--- src/csef_pkg.sv ---
package csef_pkg;

	localparam int SPEED_WIDTH_DEF = 16;

	localparam int CFG_INDEX_W = 2;
	localparam int CFG_DATA_W  = 17;
	localparam int WEIGHT_W    = 17;
	localparam int LIMIT_W     = 15;
	localparam int FILT_W      = 32;

	localparam logic [WEIGHT_W-1:0] ONE_Q16       = 17'd65536;
	localparam logic [WEIGHT_W-1:0] RESET_WEIGHT  = 17'd22938;
	localparam logic [LIMIT_W-1:0]  DEFAULT_LIMIT = 15'd5000;

	localparam logic [CFG_INDEX_W-1:0] REG_USE_MAGNITUDE    = 2'd0;
	localparam logic [CFG_INDEX_W-1:0] REG_SMOOTHING_WEIGHT = 2'd1;
	localparam logic [CFG_INDEX_W-1:0] REG_SPEED_LIMIT      = 2'd2;

	typedef enum logic [3:0] {
		ST_IDLE,
		ST_SQ_X,
		ST_SQ_Y,
		ST_SUM,
		ST_ROOT,
		ST_CLAMP,
		ST_DIFF,
		ST_MUL,
		ST_UPDATE,
		ST_WRITE
	} csef_state_t;

endpackage

--- src/clamped_speed_ema_filter_unit.sv ---
// channel  direction  handshake                  payload
// s_*      in         s_tvalid / s_tready        s_tdata: vel_x, vel_y
// m_*      out        m_tvalid / m_tready        m_tdata: smoothed_speed
// cfg_*    in         cfg_valid / cfg_ready      cfg_index, cfg_data
//
// magnitude mode adds a pass through the square root unit, one root bit a cycle.
// the first sample after reset loads the filter and skips the update.
// one shared signed multiplier forms both squares and the weighted update.
// reset clears the registers to their defaults and the filter to unprimed.
// a stalled output holds the result; the next input is taken meanwhile.
module clamped_speed_ema_filter_unit
	#(
	parameter int SPEED_WIDTH = csef_pkg::SPEED_WIDTH_DEF
) (
	input  logic clk,
	input  logic arst_n,
	input  logic s_tvalid,
	output logic s_tready,
	// vel_x, vel_y
	input  logic [((2*SPEED_WIDTH+7)/8)*8-1:0] s_tdata,
	output logic m_tvalid,
	input  logic m_tready,
	// smoothed_speed
	output logic [((SPEED_WIDTH+7)/8)*8-1:0] m_tdata,
	input  logic cfg_valid,
	output logic cfg_ready,
	input  logic [csef_pkg::CFG_INDEX_W-1:0] cfg_index,
	input  logic [csef_pkg::CFG_DATA_W-1:0] cfg_data
);

	import csef_pkg::*;

	localparam int SW  = SPEED_WIDTH;
	localparam int MW  = (SW > 33) ? SW : 34;
	localparam int OTW = ((SW + 7) / 8) * 8;

	csef_state_t state_q, state_d;

	logic                use_mag_q;
	logic [WEIGHT_W-1:0] weight_q;
	logic [LIMIT_W-1:0]  limit_q;
	logic                primed_q;

	logic signed [SW-1:0]     vx_q, vy_q;
	logic signed [2*MW-1:0]   prod_q;
	logic [2*SW-1:0]          sqx_q;
	logic signed [MW-1:0]     speed_q;
	logic signed [15:0]       clamp_q;
	logic signed [32:0]       diff_q;
	logic signed [FILT_W-1:0] filter_q;
	logic                     m_tvalid_q;
	logic [SW-1:0]            out_q;

	logic                 s_take;
	logic                 out_free;
	logic signed [MW-1:0] mul_a, mul_b;
	logic signed [2*MW-1:0] mul_p;
	logic [2*SW-1:0]      radicand;
	logic                 sqrt_start;
	logic                 sqrt_done;
	logic [SW-1:0]        sqrt_root;
	logic [WEIGHT_W-1:0]  alpha;
	logic [LIMIT_W-1:0]   limit_eff;
	logic signed [MW-1:0] lim_pos, lim_neg;
	logic signed [15:0]   clamped;
	logic signed [FILT_W-1:0] target;
	logic signed [2*MW-1:0]   prod_shr;
	logic signed [32:0]       f_new;
	logic signed [32:0]       rnd_sum;
	logic signed [32:0]       rnd_shr;

	assign s_tready  = (state_q == ST_IDLE);
	assign s_take    = s_tvalid && s_tready;
	assign cfg_ready = 1'b1;
	assign m_tvalid  = m_tvalid_q;
	assign m_tdata   = OTW'(out_q);
	assign out_free  = !m_tvalid_q || m_tready;

	assign alpha     = (weight_q > ONE_Q16) ? ONE_Q16 : weight_q;
	assign limit_eff = (limit_q == '0) ? DEFAULT_LIMIT : limit_q;
	assign lim_pos   = MW'($signed({1'b0, limit_eff}));
	assign lim_neg   = -lim_pos;

	always_comb begin
		if (speed_q > lim_pos) begin
			clamped = 16'(lim_pos);
		end else if (speed_q < lim_neg) begin
			clamped = 16'(lim_neg);
		end else begin
			clamped = 16'(speed_q);
		end
	end

	assign target = {clamp_q, 16'h0000};

	// shared multiplier: squares of the velocities, then weight times error
	always_comb begin
		case (state_q)
			ST_SQ_X: begin
				mul_a = MW'(vx_q);
				mul_b = MW'(vx_q);
			end
			ST_SQ_Y: begin
				mul_a = MW'(vy_q);
				mul_b = MW'(vy_q);
			end
			default: begin
				mul_a = MW'(diff_q);
				mul_b = MW'($signed({1'b0, alpha}));
			end
		endcase
		mul_p = mul_a * mul_b;
	end

	assign radicand   = sqx_q + prod_q[2*SW-1:0];
	assign sqrt_start = (state_q == ST_SUM);

	// floor of the q16 product, then add back to the filter
	assign prod_shr = prod_q >>> 16;
	assign f_new    = 33'(filter_q) + prod_shr[32:0];

	// round to nearest, ties upward
	assign rnd_sum = 33'(filter_q) + 33'sd32768;
	assign rnd_shr = rnd_sum >>> 16;

	csef_sqrt_unit #(
		.RW(SW)
	) u_sqrt (
		.clk     (clk),
		.arst_n  (arst_n),
		.start   (sqrt_start),
		.radicand(radicand),
		.done    (sqrt_done),
		.root    (sqrt_root)
	);

	always_comb begin
		state_d = state_q;
		case (state_q)
			ST_IDLE: begin
				if (s_take) begin
					state_d = use_mag_q ? ST_SQ_X : ST_CLAMP;
				end
			end
			ST_SQ_X:   state_d = ST_SQ_Y;
			ST_SQ_Y:   state_d = ST_SUM;
			ST_SUM:    state_d = ST_ROOT;
			ST_ROOT: begin
				if (sqrt_done) begin
					state_d = ST_CLAMP;
				end
			end
			ST_CLAMP:  state_d = ST_DIFF;
			ST_DIFF:   state_d = primed_q ? ST_MUL : ST_WRITE;
			ST_MUL:    state_d = ST_UPDATE;
			ST_UPDATE: state_d = ST_WRITE;
			ST_WRITE: begin
				if (out_free) begin
					state_d = ST_IDLE;
				end
			end
			default:   state_d = ST_IDLE;
		endcase
	end

	always_ff @(posedge clk or negedge arst_n) begin
		if (!arst_n) begin
			state_q <= ST_IDLE;
		end else begin
			state_q <= state_d;
		end
	end

	always_ff @(posedge clk or negedge arst_n) begin
		if (!arst_n) begin
			use_mag_q <= 1'b0;
			weight_q  <= RESET_WEIGHT;
			limit_q   <= DEFAULT_LIMIT;
		end else if (cfg_valid) begin
			case (cfg_index)
				REG_USE_MAGNITUDE:    use_mag_q <= cfg_data[0];
				REG_SMOOTHING_WEIGHT: weight_q  <= cfg_data[WEIGHT_W-1:0];
				REG_SPEED_LIMIT:      limit_q   <= cfg_data[LIMIT_W-1:0];
				default: ;
			endcase
		end
	end

	always_ff @(posedge clk or negedge arst_n) begin
		if (!arst_n) begin
			primed_q   <= 1'b0;
			filter_q   <= '0;
			m_tvalid_q <= 1'b0;
		end else begin
			if (state_q == ST_DIFF && !primed_q) begin
				primed_q <= 1'b1;
				filter_q <= target;
			end else if (state_q == ST_UPDATE) begin
				filter_q <= f_new[FILT_W-1:0];
			end
			if (state_q == ST_WRITE && out_free) begin
				m_tvalid_q <= 1'b1;
			end else if (m_tready) begin
				m_tvalid_q <= 1'b0;
			end
		end
	end

	always_ff @(posedge clk) begin
		if (s_take) begin
			vx_q    <= s_tdata[SW-1:0];
			vy_q    <= s_tdata[2*SW-1:SW];
			speed_q <= MW'($signed(s_tdata[SW-1:0]));
		end
		case (state_q)
			ST_SQ_X: prod_q <= mul_p;
			ST_SQ_Y: begin
				sqx_q  <= prod_q[2*SW-1:0];
				prod_q <= mul_p;
			end
			ST_ROOT: begin
				if (sqrt_done) begin
					speed_q <= MW'($signed({1'b0, sqrt_root}));
				end
			end
			ST_CLAMP: clamp_q <= clamped;
			ST_DIFF:  diff_q  <= 33'(target) - 33'(filter_q);
			ST_MUL:   prod_q  <= mul_p;
			ST_WRITE: begin
				if (out_free) begin
					out_q <= rnd_shr[SW-1:0];
				end
			end
			default: ;
		endcase
	end

endmodule

--- src/csef_sqrt_unit.sv ---
module csef_sqrt_unit #(
	parameter int RW = 16
) (
	input  logic            clk,
	input  logic            arst_n,
	input  logic            start,
	input  logic [2*RW-1:0] radicand,
	output logic            done,
	output logic [RW-1:0]   root
);

	localparam int CW = $clog2(RW + 1);

	logic          active_q;
	logic [CW-1:0] cnt_q;
	logic [2*RW-1:0] n_q;
	logic [RW:0]     rem_q;
	logic [RW-1:0]   root_q;

	logic [RW+2:0] rem_next;
	logic [RW+2:0] trial;
	logic          fits;
	logic [RW+2:0] rem_sub;

	// one result bit per cycle, restoring shift and subtract
	always_comb begin
		rem_next = {rem_q, n_q[2*RW-1 -: 2]};
		trial    = {1'b0, root_q, 2'b01};
		fits     = (rem_next >= trial);
		rem_sub  = rem_next - trial;
	end

	assign done = active_q && (cnt_q == '0);
	assign root = root_q;

	always_ff @(posedge clk or negedge arst_n) begin
		if (!arst_n) begin
			active_q <= 1'b0;
			cnt_q    <= '0;
		end else if (start) begin
			active_q <= 1'b1;
			cnt_q    <= CW'(RW);
		end else if (active_q) begin
			if (cnt_q == '0) begin
				active_q <= 1'b0;
			end else begin
				cnt_q <= cnt_q - 1'b1;
			end
		end
	end

	always_ff @(posedge clk) begin
		if (start) begin
			n_q    <= radicand;
			rem_q  <= '0;
			root_q <= '0;
		end else if (active_q && (cnt_q != '0)) begin
			n_q <= {n_q[2*RW-3:0], 2'b00};
			if (fits) begin
				rem_q  <= rem_sub[RW:0];
				root_q <= {root_q[RW-2:0], 1'b1};
			end else begin
				rem_q  <= rem_next[RW:0];
				root_q <= {root_q[RW-2:0], 1'b0};
			end
		end
	end

endmodule
--- config.mk ---
export PLATFORM = sky130hd
export DESIGN_NAME = clamped_speed_ema_filter_unit
export DESIGN_NICKNAME = d
export VERILOG_FILES = /design/src/csef_pkg.sv /design/src/clamped_speed_ema_filter_unit.sv /design/src/csef_sqrt_unit.sv
export SDC_FILE = /design/constraint.sdc
export NUM_CORES = 2
export LEC_CHECK = 0
export BUFFER_PORTS_ARGS = -buffer_cell sky130_fd_sc_hd__buf_2
export CAP_MARGIN = 20
export CORE_MARGIN = 8
export CORE_UTILIZATION = 25
export DETAILED_ROUTE_END_ITERATION = 7
export PLACE_DENSITY = 0.48
export SLEW_MARGIN = 20
export SYNTH_ARGS = -nofsm -noshare
export SYNTH_HDL_FRONTEND = slang
export SYNTH_SLANG_ARGS = --single-unit
export TNS_END_PERCENT = 1
--- constraint.sdc ---
create_clock -name clk -period 11.45 [get_ports clk]
set_input_delay 1.145 -clock clk [delete_from_list [all_inputs] [get_ports clk]]
set_output_delay 1.145 -clock clk [all_outputs]
set_load 0.02 [all_outputs]
==> flow_metrics.env <==
export IMPL_status="complete, no violations"
export IMPL_finalMaxSlewViolations=0
export IMPL_path_class="register to register"
export IMPL_grt_ovfl_total=0
export IMPL_grt_max_degree=77
export IMPL_layout_min_cycle_time_ns=10.53
export IMPL_synth_simple_gate_area_share_pct=12.3
export IMPL_first_pass_iters=6
export IMPL_routedWlPerCell_um=20.4
export IMPL_final_antenna_net_count=0
export IMPL_min_period_over_period_pct=91.9
export IMPL_seq_area_frac_synth_pct=20.8
export IMPL_layout_drive_gt1_share_pct=7.42
export IMPL_reg2reg_to="prod_q[40]"
export IMPL_cts_root_buf="clkbuf_16"
export IMPL_grt_pass1_wl_um=230000
export IMPL_area_delta_synth_final_pct=11.5
export IMPL_finClkSkew_ns=0.0226
export IMPL_synth_edf_count=209
export IMPL_drc=0
export IMPL_ios=75
export IMPL_cts_made_buffers=43
export IMPL_ys_flop_type="edfxtp_1"
export IMPL_r2r_slack_ns=0.92
export IMPL_cts_tree="done"
export IMPL_dr_total_vias=33800
export IMPL_arrival_ns=10.86
export IMPL_async_flop_share_pct=21.8
export IMPL_grt_pass1_vias=35700
export IMPL_cp_slowest_cell="a41oi_1"
export IMPL_synthCells=4838
export IMPL_slowest_delay_ns=0.72
export IMPL_maxCapViolCount=0
export IMPL_synth_cell_types=93
export IMPL_tightest_slew_ns=1.11
export IMPL_ctsHtreeMaxLevel=2
export IMPL_multi_input_area_sq_um=32100
export IMPL_grt_usage_pct=15.2
export IMPL_cts_max_path_buffers=3
export IMPL_synth_xor_area_share_pct=3.53
export IMPL_synth_area_leaders="fa_1 34%, edfxtp_1 14%, ha_1 9.5%, inv_1 8.1%, nor2_1 4.5%"
export IMPL_clock_latency_ns=0.59
export IMPL_yosysTopAreaCellShare_pct=33.9
export IMPL_register_area_sq_um=9560
export IMPL_maxSlewHeadroom_pct=25.7
export IMPL_place_congestion=0.931
export IMPL_cts_setup_buffers=0
export IMPL_syn_area_per_cell_sq_um=9.49
export IMPL_synth_fa_ha_area_share_pct=43.3
export IMPL_synth_top_family_by_area="adder cells"
export IMPL_cts_hold_buffers=0
export IMPL_r2r_start="state_q[0]"
export IMPL_yosys_area_top_type="fa_1"
export IMPL_antenna_found_initial=9
export IMPL_ys_ff_latch=353
export IMPL_dieArea_sq_um=198000
export IMPL_die_h_um=445
export IMPL_rsz0062_at_grt="false"
export IMPL_row_count=157
export IMPL_mostFrequentLayoutCells="993 x inv_1, 777 x fa_1, 542 x nor2_1"
export IMPL_endpoint_kind="register"
export IMPL_drtIter0Drc=2632
export IMPL_cp_required_ns=11.78
export IMPL_io_buffers=73
export IMPL_hp_class="input pin to async pin"
export IMPL_cts_sink_count=353
export IMPL_fin_nets=6090
export IMPL_fillers=19500
export IMPL_die_w_um=445
export IMPL_path_max_fanout=54
export IMPL_viasPerCell=4.56
export IMPL_ys_warn_count=0
export IMPL_path_clk_slew_ns=0.06
export IMPL_reg2regPathDepth=34
export IMPL_place_hpwl_um=126000
export IMPL_synthesis_area_sq_um=45900
export IMPL_initial_core_util_pct=25.1
export IMPL_synth_compound_area_share_pct=9.51
export IMPL_fin_setup_tns_ns=0
export IMPL_fmax_ghz=0.0950
export IMPL_final_hold_viol_count=0
export IMPL_wirelength_um=151000
export IMPL_cpMostUsedCell="fa_1"
export IMPL_core_sq_um=183000
export IMPL_startpoint_type="register"
export IMPL_final_common_cell="inv_1"
export IMPL_setup_viol_count_final=0
export IMPL_cts_resized=0
export IMPL_synthMuxAreaShare_pct=1.04
registers in the layout (all words and copies together) (netlist names):
register,cells
vx_q,16
state_q,4
speed_q,34
u_sqrt.rem_q,17
vy_q,16
use_mag_q,1
m_tvalid,1
u_sqrt.active_q,1
limit_q,15
u_sqrt.root,16
m_tdata,16
weight_q,17
sqx_q,32
diff_q,33
u_sqrt.cnt_q,5
prod_q,48
filter_q,32
u_sqrt.n_q,32
clamp_q,16
primed_q,1
per-layer routing:
metal	share of wire [%]	GRT usage (%)	routed length (um)
met1	44	20.4	66000
met2	46	24.9	70100
met3	5.9	2.37	8900
met4	4.0	5.09	6110
met5	0	0	0
cell usage after synthesis, drive strengths merged (7+ instances only):
cell and n:
nor4b 10, o31ai 13, o31a 12, or2 22, or3 20, mux2i 7, nand4 22, clkbuf 132
a31oi 34, dfstp 13, o21bai 14, xnor2 127, and3 17, a211oi 27, dfxtp 67, fa 777
nor3 47, inv 993, o21ai 162, a21o 57, and2 18, nor2b 22, xor2 58, nor4 27
nand3 58, nand2 431, o21a 46, dfrtp 64, nor2 545, a21oi 202, mux2 36, o221ai 8
nand2b 33, ha 347, edfxtp 209, buf 29, a22oi 29, a31o 9
worst max-delay path by stage:
stage,to,slack [ns],cells after the start,startpoint
final,prod_q[40],0.92,34,state_q[0]
after global routing,prod_q[46],0.55,32,state_q[0]
after CTS,prod_q[46],1.05,32,state_q[0]
after detailed placement,prod_q[46],1.08,32,state_q[0]
after global placement,prod_q[46],1.23,33,state_q[0]
after floorplan,prod_q[47],1.58,33,state_q[3]
metrics by stage:
stage	hold slack (ns)	cells	util, %	worst slack (ns)	area (sq um)
finish	0.409	7409	28.0	0.922	51200
detailed placement	0.469	7328	27.2	1.08	49700
global placement	0.460	7328	27.2	1.23	49700
CTS	0.386	7407	28.0	1.05	51200
global route	0.403	7408	28.0	0.550	51200
floorplan	0.433	4845	-	1.58	46000
critical path: cells and delay by family (launching register included):
kind	cells	cell delay, ns
adder cells (fa/ha/maj)	9	4.37
AO/OA/AOI/OAI	8	2.31
buffers and inverters	9	1.56
AND/OR/NAND/NOR	7	1.35
flip-flops	1	0.53
XOR/XNOR	1	0.08
logic make-up after synthesis:
kind of cell	count (synthesis)
other	2
flip-flops	353
buffers and inverters	1155
AO/OA/AOI/OAI	681
AND/OR/NAND/NOR	1295
XOR/XNOR	185
multiplexers	43
adder cells (fa/ha/maj)	1124
layout make-up:
| type | count | share of cell area (%) |
|---|---|---|
| Antenna cell | 1 | 0.00489 |
| Clock inverter | 23 | 0.469 |
| Inverter | 994 | 7.29 |
| Multi-Input combinational cell | 3337 | 62.8 |
| Tap cell | 2464 | 6.02 |
| Sequential cell | 353 | 18.7 |
| Timing Repair Buffer | 181 | 2.37 |
| Clock buffer | 56 | 2.40 |
Power is not shown: default switching activity piles up to over one toggle a cycle in this logic, so the estimate is an artifact.
